==> src/hw/rtl/scg_pkg.sv <==
package scg_pkg;

  localparam int MAX_SEGMENT_DEF = 64;
  localparam int LEN_W           = 9;
  localparam int POS_W           = 11;
  localparam int SPAN_W          = 9;
  localparam int PROD_W          = 22;
  localparam int NUM_CHAN        = 3;
  localparam int QUEUE_DEPTH     = 2;

  typedef struct packed {
    logic [8:0] seg_begin;
    logic [6:0] seg_length;
    logic [7:0] start_red;
    logic [7:0] start_green;
    logic [7:0] start_blue;
    logic [7:0] end_red;
    logic [7:0] end_green;
    logic [7:0] end_blue;
    logic [8:0] center_pos;
    logic [7:0] blend_width;
  } req_t;

  typedef struct packed {
    logic [9:0] led_index;
    logic [7:0] pix_red;
    logic [7:0] pix_green;
    logic [7:0] pix_blue;
    logic       last_pixel;
  } pix_t;

  typedef struct packed {
    logic [7:0]        c1;
    logic [7:0]        c2;
    logic              neg;
    logic [7:0]        step_q;
    logic [SPAN_W-1:0] step_r;
    logic [7:0]        init_q;
    logic [SPAN_W-1:0] init_r;
  } chan_t;

  typedef struct packed {
    logic [8:0]              seg_begin;
    logic [LEN_W-1:0]        len;
    logic signed [POS_W-1:0] blend_s;
    logic signed [POS_W-1:0] blend_e;
    logic [SPAN_W-1:0]       span;
    chan_t [NUM_CHAN-1:0]    chan;
  } job_t;

  typedef struct packed {
    logic full;
    logic empty;
  } qstat_t;

endpackage

==> src/hw/rtl/scg_front.sv <==
module scg_front #(
  parameter int MAX_SEGMENT = scg_pkg::MAX_SEGMENT_DEF
) (
  input  logic            clk,
  input  logic            rst,
  input  logic            req_valid,
  output logic            req_stall,
  input  scg_pkg::req_t   req,
  input  scg_pkg::qstat_t qstat,
  output logic            push,
  output scg_pkg::job_t   job
);

  localparam int LEN_W  = scg_pkg::LEN_W;
  localparam int POS_W  = scg_pkg::POS_W;
  localparam int SPAN_W = scg_pkg::SPAN_W;
  localparam int PROD_W = scg_pkg::PROD_W;
  localparam int NCH    = scg_pkg::NUM_CHAN;
  localparam logic [3:0] DIVA_LAST = 4'd7;
  localparam logic [3:0] DIVQ_LAST = 4'd15;

  typedef enum logic [6:0] {
    IDLE  = 7'b0000001,
    MULT  = 7'b0000010,
    ROUND = 7'b0000100,
    SCALE = 7'b0001000,
    DIVA  = 7'b0010000,
    DIVQ  = 7'b0100000,
    PUSH  = 7'b1000000
  } state_t;

  state_t                    state;
  scg_pkg::req_t             req_r;
  logic [LEN_W-1:0]          len;
  logic signed [PROD_W-1:0]  prod_s;
  logic signed [PROD_W-1:0]  prod_e;
  logic signed [POS_W-1:0]   blend_s;
  logic signed [POS_W-1:0]   blend_e;
  logic [SPAN_W-1:0]         span;
  logic [7:0]                t0;
  logic [3:0]                cnt;
  logic [7:0]                dabs   [NCH];
  logic                      neg    [NCH];
  logic [15:0]               scaled [NCH];
  logic [15:0]               xr     [NCH];
  logic [SPAN_W-1:0]         rr     [NCH];
  logic [7:0]                step_q [NCH];
  logic [SPAN_W-1:0]         step_r [NCH];
  logic [7:0]                init_q [NCH];
  logic [SPAN_W-1:0]         init_r [NCH];

  logic [LEN_W-1:0]          len_ext;
  logic [LEN_W-1:0]          len_sat;
  logic signed [11:0]        f_s;
  logic signed [11:0]        f_e;
  logic signed [POS_W-1:0]   s_val;
  logic signed [POS_W-1:0]   e_raw;
  logic signed [POS_W-1:0]   e_clip;
  logic signed [POS_W-1:0]   len_s;
  logic [7:0]                c1     [NCH];
  logic [7:0]                c2     [NCH];
  logic [8:0]                diff   [NCH];
  logic [SPAN_W:0]           rs     [NCH];
  logic                      ge     [NCH];
  logic [15:0]               xr_next[NCH];
  logic [SPAN_W-1:0]         rr_next[NCH];

  function automatic logic signed [POS_W-1:0] round512(input logic signed [PROD_W-1:0] n);
    logic [PROD_W-1:0]       mag;
    logic [PROD_W-1:0]       q;
    logic signed [POS_W-1:0] r;
    mag = n[PROD_W-1] ? PROD_W'(-n) : PROD_W'(n);
    q   = (mag + PROD_W'(256)) >> 9;
    r   = $signed(q[POS_W-1:0]);
    return n[PROD_W-1] ? -r : r;
  endfunction

  assign len_ext = LEN_W'(req.seg_length);
  assign len_sat = (len_ext > LEN_W'(MAX_SEGMENT)) ? LEN_W'(MAX_SEGMENT) : len_ext;

  assign f_s = $signed({2'b00, req_r.center_pos, 1'b0}) - $signed({4'b0000, req_r.blend_width});
  assign f_e = $signed({2'b00, req_r.center_pos, 1'b0}) + $signed({4'b0000, req_r.blend_width});

  assign s_val  = round512(prod_s);
  assign e_raw  = round512(prod_e);
  assign len_s  = $signed({{(POS_W-LEN_W){1'b0}}, len});
  assign e_clip = (e_raw > len_s) ? len_s : e_raw;

  assign c1[0] = req_r.start_red;
  assign c1[1] = req_r.start_green;
  assign c1[2] = req_r.start_blue;
  assign c2[0] = req_r.end_red;
  assign c2[1] = req_r.end_green;
  assign c2[2] = req_r.end_blue;

  always_comb begin
    for (int k = 0; k < NCH; k++) begin
      diff[k]    = {1'b0, c2[k]} - {1'b0, c1[k]};
      rs[k]      = {rr[k], xr[k][15]};
      ge[k]      = rs[k] >= {1'b0, span};
      rr_next[k] = ge[k] ? SPAN_W'(rs[k] - {1'b0, span}) : rs[k][SPAN_W-1:0];
      xr_next[k] = {xr[k][14:0], ge[k]};
    end
  end

  always_ff @(posedge clk) begin
    if (rst) begin
      state <= IDLE;
    end else begin
      unique case (state)
        IDLE: begin
          if (req_valid && (len_sat != '0)) begin
            req_r <= req;
            len   <= len_sat;
            state <= MULT;
          end
        end
        MULT: begin
          prod_s <= PROD_W'($signed({1'b0, len})) * PROD_W'(f_s);
          prod_e <= PROD_W'($signed({1'b0, len})) * PROD_W'(f_e);
          state  <= ROUND;
        end
        ROUND: begin
          blend_s <= s_val;
          blend_e <= e_clip;
          span    <= SPAN_W'(e_clip - s_val);
          t0      <= s_val[POS_W-1] ? 8'(-s_val) : 8'd0;
          for (int k = 0; k < NCH; k++) begin
            neg[k]  <= diff[k][8];
            dabs[k] <= diff[k][8] ? 8'(-diff[k]) : diff[k][7:0];
          end
          state <= SCALE;
        end
        SCALE: begin
          for (int k = 0; k < NCH; k++) begin
            scaled[k] <= 16'(dabs[k]) * 16'(t0);
            xr[k]     <= {dabs[k], 8'd0};
            rr[k]     <= '0;
          end
          cnt   <= '0;
          state <= DIVA;
        end
        DIVA: begin
          if (cnt == DIVA_LAST) begin
            for (int k = 0; k < NCH; k++) begin
              step_q[k] <= xr_next[k][7:0];
              step_r[k] <= rr_next[k];
              xr[k]     <= scaled[k];
              rr[k]     <= '0;
            end
            cnt   <= '0;
            state <= DIVQ;
          end else begin
            cnt <= cnt + 4'd1;
            for (int k = 0; k < NCH; k++) begin
              xr[k] <= xr_next[k];
              rr[k] <= rr_next[k];
            end
          end
        end
        DIVQ: begin
          cnt <= cnt + 4'd1;
          for (int k = 0; k < NCH; k++) begin
            xr[k] <= xr_next[k];
            rr[k] <= rr_next[k];
          end
          if (cnt == DIVQ_LAST) begin
            for (int k = 0; k < NCH; k++) begin
              init_q[k] <= xr_next[k][7:0];
              init_r[k] <= rr_next[k];
            end
            state <= PUSH;
          end
        end
        PUSH: begin
          if (!qstat.full) begin
            state <= IDLE;
          end
        end
        default: begin
          state <= IDLE;
        end
      endcase
    end
  end

  assign req_stall = (state != IDLE);
  assign push      = (state == PUSH) && !qstat.full;

  always_comb begin
    job.seg_begin = req_r.seg_begin;
    job.len       = len;
    job.blend_s   = blend_s;
    job.blend_e   = blend_e;
    job.span      = span;
    for (int k = 0; k < NCH; k++) begin
      job.chan[k].c1     = c1[k];
      job.chan[k].c2     = c2[k];
      job.chan[k].neg    = neg[k];
      job.chan[k].step_q = step_q[k];
      job.chan[k].step_r = step_r[k];
      job.chan[k].init_q = init_q[k];
      job.chan[k].init_r = init_r[k];
    end
  end

endmodule

==> src/hw/rtl/scg_queue.sv <==
module scg_queue (
  input  logic            clk,
  input  logic            rst,
  input  logic            push,
  input  scg_pkg::job_t   wr_data,
  input  logic            pop,
  output scg_pkg::job_t   rd_data,
  output scg_pkg::qstat_t qstat
);

  localparam int DEPTH = scg_pkg::QUEUE_DEPTH;
  localparam int PTR_W = (DEPTH > 1) ? $clog2(DEPTH) : 1;
  localparam int CNT_W = $clog2(DEPTH + 1);

  scg_pkg::job_t    mem [DEPTH];
  logic [PTR_W-1:0] wp;
  logic [PTR_W-1:0] rp;
  logic [CNT_W-1:0] fill;

  always_ff @(posedge clk) begin
    if (push) begin
      mem[wp] <= wr_data;
    end
  end

  always_ff @(posedge clk) begin
    if (rst) begin
      wp   <= '0;
      rp   <= '0;
      fill <= '0;
    end else begin
      if (push) begin
        wp <= (wp == PTR_W'(DEPTH - 1)) ? '0 : wp + PTR_W'(1);
      end
      if (pop) begin
        rp <= (rp == PTR_W'(DEPTH - 1)) ? '0 : rp + PTR_W'(1);
      end
      if (push && !pop) begin
        fill <= fill + CNT_W'(1);
      end else if (pop && !push) begin
        fill <= fill - CNT_W'(1);
      end
    end
  end

  assign rd_data     = mem[rp];
  assign qstat.full  = (fill == CNT_W'(DEPTH));
  assign qstat.empty = (fill == '0);

endmodule

==> src/hw/rtl/scg_back.sv <==
module scg_back (
  input  logic            clk,
  input  logic            rst,
  input  scg_pkg::qstat_t qstat,
  output logic            pop,
  input  scg_pkg::job_t   job,
  output logic            pix_valid,
  input  logic            pix_stall,
  output scg_pkg::pix_t   pix
);

  localparam int LEN_W  = scg_pkg::LEN_W;
  localparam int POS_W  = scg_pkg::POS_W;
  localparam int SPAN_W = scg_pkg::SPAN_W;
  localparam int NCH    = scg_pkg::NUM_CHAN;

  logic                    busy;
  scg_pkg::job_t           cur;
  logic [LEN_W-1:0]        idx;
  logic [7:0]              q      [NCH];
  logic [SPAN_W-1:0]       r      [NCH];

  logic                    load;
  logic                    fire;
  logic                    last;
  logic                    at_end;
  logic                    at_start;
  logic                    adv;
  logic signed [POS_W-1:0] idx_s;
  logic [SPAN_W:0]         rsum   [NCH];
  logic                    wrap   [NCH];
  logic [SPAN_W-1:0]       r_next [NCH];
  logic [7:0]              q_next [NCH];
  logic [7:0]              val    [NCH];
  scg_pkg::pix_t           pix_c;

  assign load     = !busy && !qstat.empty;
  assign pop      = load;
  assign fire     = busy && (!pix_valid || !pix_stall);
  assign idx_s    = $signed({{(POS_W-LEN_W){1'b0}}, idx});
  assign at_end   = cur.blend_e <= idx_s;
  assign at_start = idx_s <= cur.blend_s;
  assign adv      = idx_s >= cur.blend_s;
  assign last     = (idx == cur.len - LEN_W'(1));

  always_comb begin
    for (int k = 0; k < NCH; k++) begin
      rsum[k]   = {1'b0, r[k]} + {1'b0, cur.chan[k].step_r};
      wrap[k]   = rsum[k] >= {1'b0, cur.span};
      r_next[k] = wrap[k] ? SPAN_W'(rsum[k] - {1'b0, cur.span}) : rsum[k][SPAN_W-1:0];
      q_next[k] = q[k] + cur.chan[k].step_q + 8'(wrap[k]);
      if (at_end) begin
        val[k] = cur.chan[k].c2;
      end else if (at_start) begin
        val[k] = cur.chan[k].c1;
      end else begin
        val[k] = cur.chan[k].neg ? cur.chan[k].c1 - q[k] : cur.chan[k].c1 + q[k];
      end
    end
    pix_c.led_index  = 10'(cur.seg_begin) + 10'(idx);
    pix_c.pix_red    = val[0];
    pix_c.pix_green  = val[1];
    pix_c.pix_blue   = val[2];
    pix_c.last_pixel = last;
  end

  always_ff @(posedge clk) begin
    if (rst) begin
      busy      <= 1'b0;
      pix_valid <= 1'b0;
    end else begin
      if (load) begin
        busy <= 1'b1;
        cur  <= job;
        idx  <= '0;
        for (int k = 0; k < NCH; k++) begin
          q[k] <= job.chan[k].init_q;
          r[k] <= job.chan[k].init_r;
        end
      end else if (fire) begin
        idx <= idx + LEN_W'(1);
        if (adv) begin
          for (int k = 0; k < NCH; k++) begin
            q[k] <= q_next[k];
            r[k] <= r_next[k];
          end
        end
        if (last) begin
          busy <= 1'b0;
        end
      end
      if (fire) begin
        pix_valid <= 1'b1;
        pix       <= pix_c;
      end else if (!pix_stall) begin
        pix_valid <= 1'b0;
      end
    end
  end

endmodule

==> src/hw/rtl/segment_color_gradient.sv <==
// Segment colour gradient.
// The req channel takes one word per LED segment: first index, length, two
// colours, blend centre and blend width. The pix channel gives one word per
// LED of the segment, in order, up to MAX_SEGMENT, with last_pixel set on
// the final one. A request of zero length is taken and gives nothing.
// Both channels use valid and stall; a word moves on a rising edge with
// valid high and stall low.
// The front end holds one request while it works out the blend limits and
// runs a bit-serial divider, 8 then 16 steps, for the per-channel step and
// start values. The result goes into a two-entry queue, so the front takes
// the next request while pixels still stream.
// The back end emits one pixel per cycle while the receiver does not stall.
// It loads the next segment from the queue only once the current one has
// issued its last pixel, so an idle slot separates segments.
// When the receiver stalls, the output word holds and the back end waits;
// the queue then fills and the req channel stalls in turn.
// Reset empties the queue and drops any request or pixel in flight.
module segment_color_gradient #(
  parameter int MAX_SEGMENT = scg_pkg::MAX_SEGMENT_DEF
) (
  input  logic          clk,
  input  logic          rst,
  input  logic          req_valid,
  output logic          req_stall,
  input  scg_pkg::req_t req,
  output logic          pix_valid,
  input  logic          pix_stall,
  output scg_pkg::pix_t pix
);

  scg_pkg::qstat_t qstat;
  scg_pkg::job_t   job_in;
  scg_pkg::job_t   job_out;
  logic            push;
  logic            pop;

  scg_front #(
    .MAX_SEGMENT (MAX_SEGMENT)
  ) u_front (
    .clk       (clk),
    .rst       (rst),
    .req_valid (req_valid),
    .req_stall (req_stall),
    .req       (req),
    .qstat     (qstat),
    .push      (push),
    .job       (job_in)
  );

  scg_queue u_queue (
    .clk     (clk),
    .rst     (rst),
    .push    (push),
    .wr_data (job_in),
    .pop     (pop),
    .rd_data (job_out),
    .qstat   (qstat)
  );

  scg_back u_back (
    .clk       (clk),
    .rst       (rst),
    .qstat     (qstat),
    .pop       (pop),
    .job       (job_out),
    .pix_valid (pix_valid),
    .pix_stall (pix_stall),
    .pix       (pix)
  );

endmodule
==> config.mk <==
export PLATFORM = sky130hd
export DESIGN_NAME = segment_color_gradient
export DESIGN_NICKNAME = d
export VERILOG_FILES = /design/src/hw/rtl/scg_pkg.sv /design/src/hw/rtl/scg_front.sv /design/src/hw/rtl/scg_queue.sv /design/src/hw/rtl/scg_back.sv /design/src/hw/rtl/segment_color_gradient.sv
export SDC_FILE = /design/constraint.sdc
export NUM_CORES = 2
export LEC_CHECK = 0
export BUFFER_PORTS_ARGS = -buffer_cell sky130_fd_sc_hd__buf_2
export CORE_MARGIN = 4
export CORE_UTILIZATION = 64
export CTS_BUF_LIST = sky130_fd_sc_hd__clkbuf_4 sky130_fd_sc_hd__clkbuf_8 sky130_fd_sc_hd__clkbuf_16
export DETAILED_ROUTE_END_ITERATION = 6
export GPL_ROUTABILITY_DRIVEN = 0
export PLACE_DENSITY = 0.89
export SKIP_LAST_GASP = 1
export SLEW_MARGIN = 20
export SYNTH_ARGS = -nofsm -noshare
export SYNTH_HDL_FRONTEND = slang
export SYNTH_SLANG_ARGS = --single-unit
==> constraint.sdc <==
create_clock -name clk -period 22.3 [get_ports clk]
set_input_delay 2.23 -clock clk [delete_from_list [all_inputs] [get_ports clk]]
set_output_delay 2.23 -clock clk [all_outputs]
set_load 0.01 [all_outputs]
==> impl_metrics.ini <==
[detailed_routing]
firstDrtPassIters = 7
via_per_inst = 6.05
drc = 0
vias = 36094
wl_per_cell_um = 21.1
drt_iter0_drc = 3416
ant_nets = 0
drt-total-wl_um = 126000

[worst_setup_path]
cp_top_family = adder cells
reg2reg_from = u_front.req_r[0]$_DFFE_PP_
cp.arrival_ns = 7.97
reg2reg_depth = 26
ff2ff_setup_slack_ns = 14.74
worstSetupPathType = flop to flop
worst_setup_path_start_kind = flop
path_max_fanout = 12
slowest_stage = nor3b_1
worstPathBufferInverterCount = 4
regToRegEndpoint = u_front.prod_s[20]$_DFFE_PP_
critPathCaptureType = flop
slowest_delay_ns = 0.79
required_ns = 22.71
crit_top_cell = fa_1

[cts]
root_buffer = clkbuf_16
cts_max_path_buffers = 3
h-tree-depth = 3
cts-resized-gates = 0
cts_buffers = 104
clk_latency_ns = 0.69
clock-sinks = 1067
cts_tree = done
hold_buffers = 0
cts_setup_buffers = 0
clkSlewWorstSetupHoldPaths_ns = 0.06

[sta]
setup-tns-final_ns = 0
worst_clock_skew_ns = 0.0383
worst-slew-pin-transition_ns = 1.12
fmax_mhz = 132
finalMaxSlewViolations = 0
fin_crit_ns = 7.56
finalSetupViolations = 0
finalHoldViolCount = 0
rsz0062_at_grt = false
period_share = 0.339
slew_headroom = 0.252

[floorplan]
die_w_um = 311
ioPinCount = 122
num_rows = 110
die_y_um = 311
die_area_mm2 = 0.0966
core_mm2 = 0.0904
initial_utilization = 0.649

[final_layout]
drive_gt1_frac = 0.119
nFillCells = 5385
fin_nets = 5445
antenna_cells = 0
area_growth_pct = 9.28

[global_routing]
antenna_found_initial = 5
grt_use_total = 0.260
grt_pass1_wl_um = 201000
grt_max_degree = 174
grt_pass1_vias = 37543
overflow = 0

[hold_path]
min_from = u_front.step_r[0][23]$_DFFE_PP_
holdPathEnd = u_queue.mem[0][124]$_DFFE_PP_
min_path_type = flop to flop
hold-path-cell-count = 0

[synth]
async_flop_share = 0
yosysTopAreaCellShare = 0.539
synth.area.top_cells = edfxtp_1 54%, ha_1 8.8%, fa_1 8.2%
ys_seq_area_frac = 0.544
synth_cell_types = 80
synth_edf_count = 1053
ys.flop_type = edfxtp_1
ys_warn_count = 0
netlist_area_mm2 = 0.0587
yosys.area.top_type = edfxtp_1
netlist_instances = 4569
avgSynthCellArea_um2 = 12.8
ys_ff_latch = 1067
syn_nets = 5307

[power]
p_seq_frac = 0.403
leakagePower_nw = 25.4
power.net_switching_mw = 2.01
power_frac_clock = 0.279
power.density_mw_per_mm2 = 97.6
p_total_mw = 6.25
intPower_mw = 4.24
combPwrFrac = 0.318
peakVddDrop_v = 0.0000713
swShare = 0.322

[placed_design]
port_buffers = 121
hpwl_um = 82800

[run_status]
outcome = finished, final reports clean

[flow_run]
cap_violations = 0
## cell type report
| type | instances | area [um2] | area share |
|---|---|---|---|
| clock buffers | 130 | 2870 | 0.0447 |
| inverters | 525 | 1970 | 0.0307 |
| flip-flops and latches | 1067 | 31900 | 0.498 |
| well taps | 1176 | 1470 | 0.0229 |
| clock inverters | 62 | 547 | 0.00853 |
| repair buffers | 152 | 895 | 0.0140 |
| multi-input cells | 2857 | 24500 | 0.382 |
## per-layer routing
metal | routed length [um] | vias up | track usage
met5 | 0 | - | 0
met4 | 4910 | 0 | 0.102
met3 | 9490 | 344 | 0.0362
met2 | 62600 | 1646 | 0.447
met1 | 49200 | 17841 | 0.340
li1 | - | 16263 | -
## layout by cell type, fill, tap and decap left out, types with 53 or more instances in the layout
cell type / count
nor2b_1: 53
edfxtp_1: 1053
nand2_1: 318
mux2i_1: 77
ha_1: 414
and2_1: 200
a21oi_1: 205
clkbuf_16: 105
fa_1: 239
xor2_1: 84
mux2_2: 189
inv_1: 523
buf_2: 121
o21ai_0: 153
xnor2_1: 196
nor2_1: 245
a21o_1: 53
## sequential cells by signal (all words and copies together), names as in the netlist, 24 cells and up, named ones only
register and flops:
u_back.cur 149, u_back.pix 35, u_back.q 24, u_back.r 27, u_front.dabs 24, u_front.init_q 24, u_front.init_r 27, u_front.job 57
u_front.rr 27, u_front.scaled 48, u_front.step_q 24, u_front.step_r 27, u_front.xr 48, u_queue.mem 400
## cell families after synthesis
kind of cell             Yosys count  synth area share
adder cells (fa/ha/maj)          653             0.170
multiplexers                     266            0.0494
XOR/XNOR                         285            0.0433
AO/OA/AOI/OAI                    619            0.0657
flip-flops                      1067             0.544
AND/OR/NAND/NOR                 1034            0.0867
buffers and inverters            645            0.0413
## how the worst max path moves through the flow
| stage | cells past startpoint | to | slack, ns | startpoint |
|---|---|---|---|---|
| after CTS | 26 | u_front.prod_s[20]$_DFFE_PP_ | 14.79 | u_front.req_r[0]$_DFFE_PP_ |
| after detailed placement | 26 | u_front.prod_s[20]$_DFFE_PP_ | 14.83 | u_front.req_r[0]$_DFFE_PP_ |
| after global placement | 27 | u_front.prod_e[18]$_DFFE_PP_ | 15.14 | u_front.req_r[9]$_DFFE_PP_ |
| after global routing | 26 | u_front.prod_s[20]$_DFFE_PP_ | 14.24 | u_front.req_r[0]$_DFFE_PP_ |
| final | 26 | u_front.prod_s[20]$_DFFE_PP_ | 14.74 | u_front.req_r[0]$_DFFE_PP_ |
| after floorplan | 4 | u_queue.mem[0][0]$_DFFE_PP_ | 6.92 | u_front.state[3]$_SDFFE_PP0P_ |
## synth_stat cells (4+ instances only)
| cell type | instances |
|---|---|
| edfxtp_1 | 1053 |
| inv_1 | 523 |
| ha_1 | 414 |
| nand2_1 | 318 |
| nor2_1 | 248 |
| fa_1 | 239 |
| a21oi_1 | 205 |
| and2_1 | 201 |
| xnor2_1 | 196 |
| mux2_2 | 189 |
| o21ai_0 | 154 |
| clkbuf_1 | 108 |
| xor2_1 | 84 |
| mux2i_1 | 77 |
| a21o_1 | 53 |
| nor2b_1 | 53 |
| nor3_1 | 48 |
| o21bai_1 | 45 |
| nand3_1 | 34 |
| nand2b_1 | 26 |
| a22o_1 | 24 |
| nand4_1 | 19 |
| o21a_1 | 18 |
| a21boi_0 | 17 |
| a31oi_1 | 16 |
| and3_1 | 16 |
| or3_1 | 16 |
| dfxtp_1 | 14 |
| a211oi_1 | 12 |
| o21ai_1 | 12 |
| o31ai_1 | 11 |
| o31a_1 | 9 |
| or2_2 | 9 |
| buf_1 | 8 |
| nand3b_1 | 7 |
| nor4_1 | 7 |
| nor3b_1 | 6 |
| o41ai_1 | 6 |
| and4b_1 | 5 |
| o211ai_1 | 5 |
| buf_2 | 4 |
## through the flow
| stage | hold WS [ns] | cells | util | cell area [um2] | setup slack (ns) |
|---|---|---|---|---|---|
| 2_1_floorplan | 0.421 | 4569 | - | 58700 | 6.92 |
| 5_1_grt | 0.445 | 5969 | 0.709 | 64100 | 14.24 |
| 3_5_place_dp | 0.430 | 5775 | 0.671 | 60600 | 14.83 |
| 3_3_place_gp | 0.422 | 5775 | 0.671 | 60600 | 15.14 |
| 4_1_cts | 0.427 | 5967 | 0.708 | 64100 | 14.79 |
| 6_report | 0.434 | 5969 | 0.709 | 64100 | 14.74 |
## power by group through the flow
stage / clock network (mW) / logic (mW) / registers (mW)
5_1_grt: 1.85 / 2.23 / 2.53
6_report: 1.74 / 1.99 / 2.52
4_1_cts: 1.76 / 1.98 / 2.52
2_1_floorplan: 0 / 1.51 / 2.52
3_3_place_gp: 0 / 1.83 / 2.55
3_5_place_dp: 0 / 1.93 / 2.56
No activity file was read; power rests on OpenSTA's default activity.
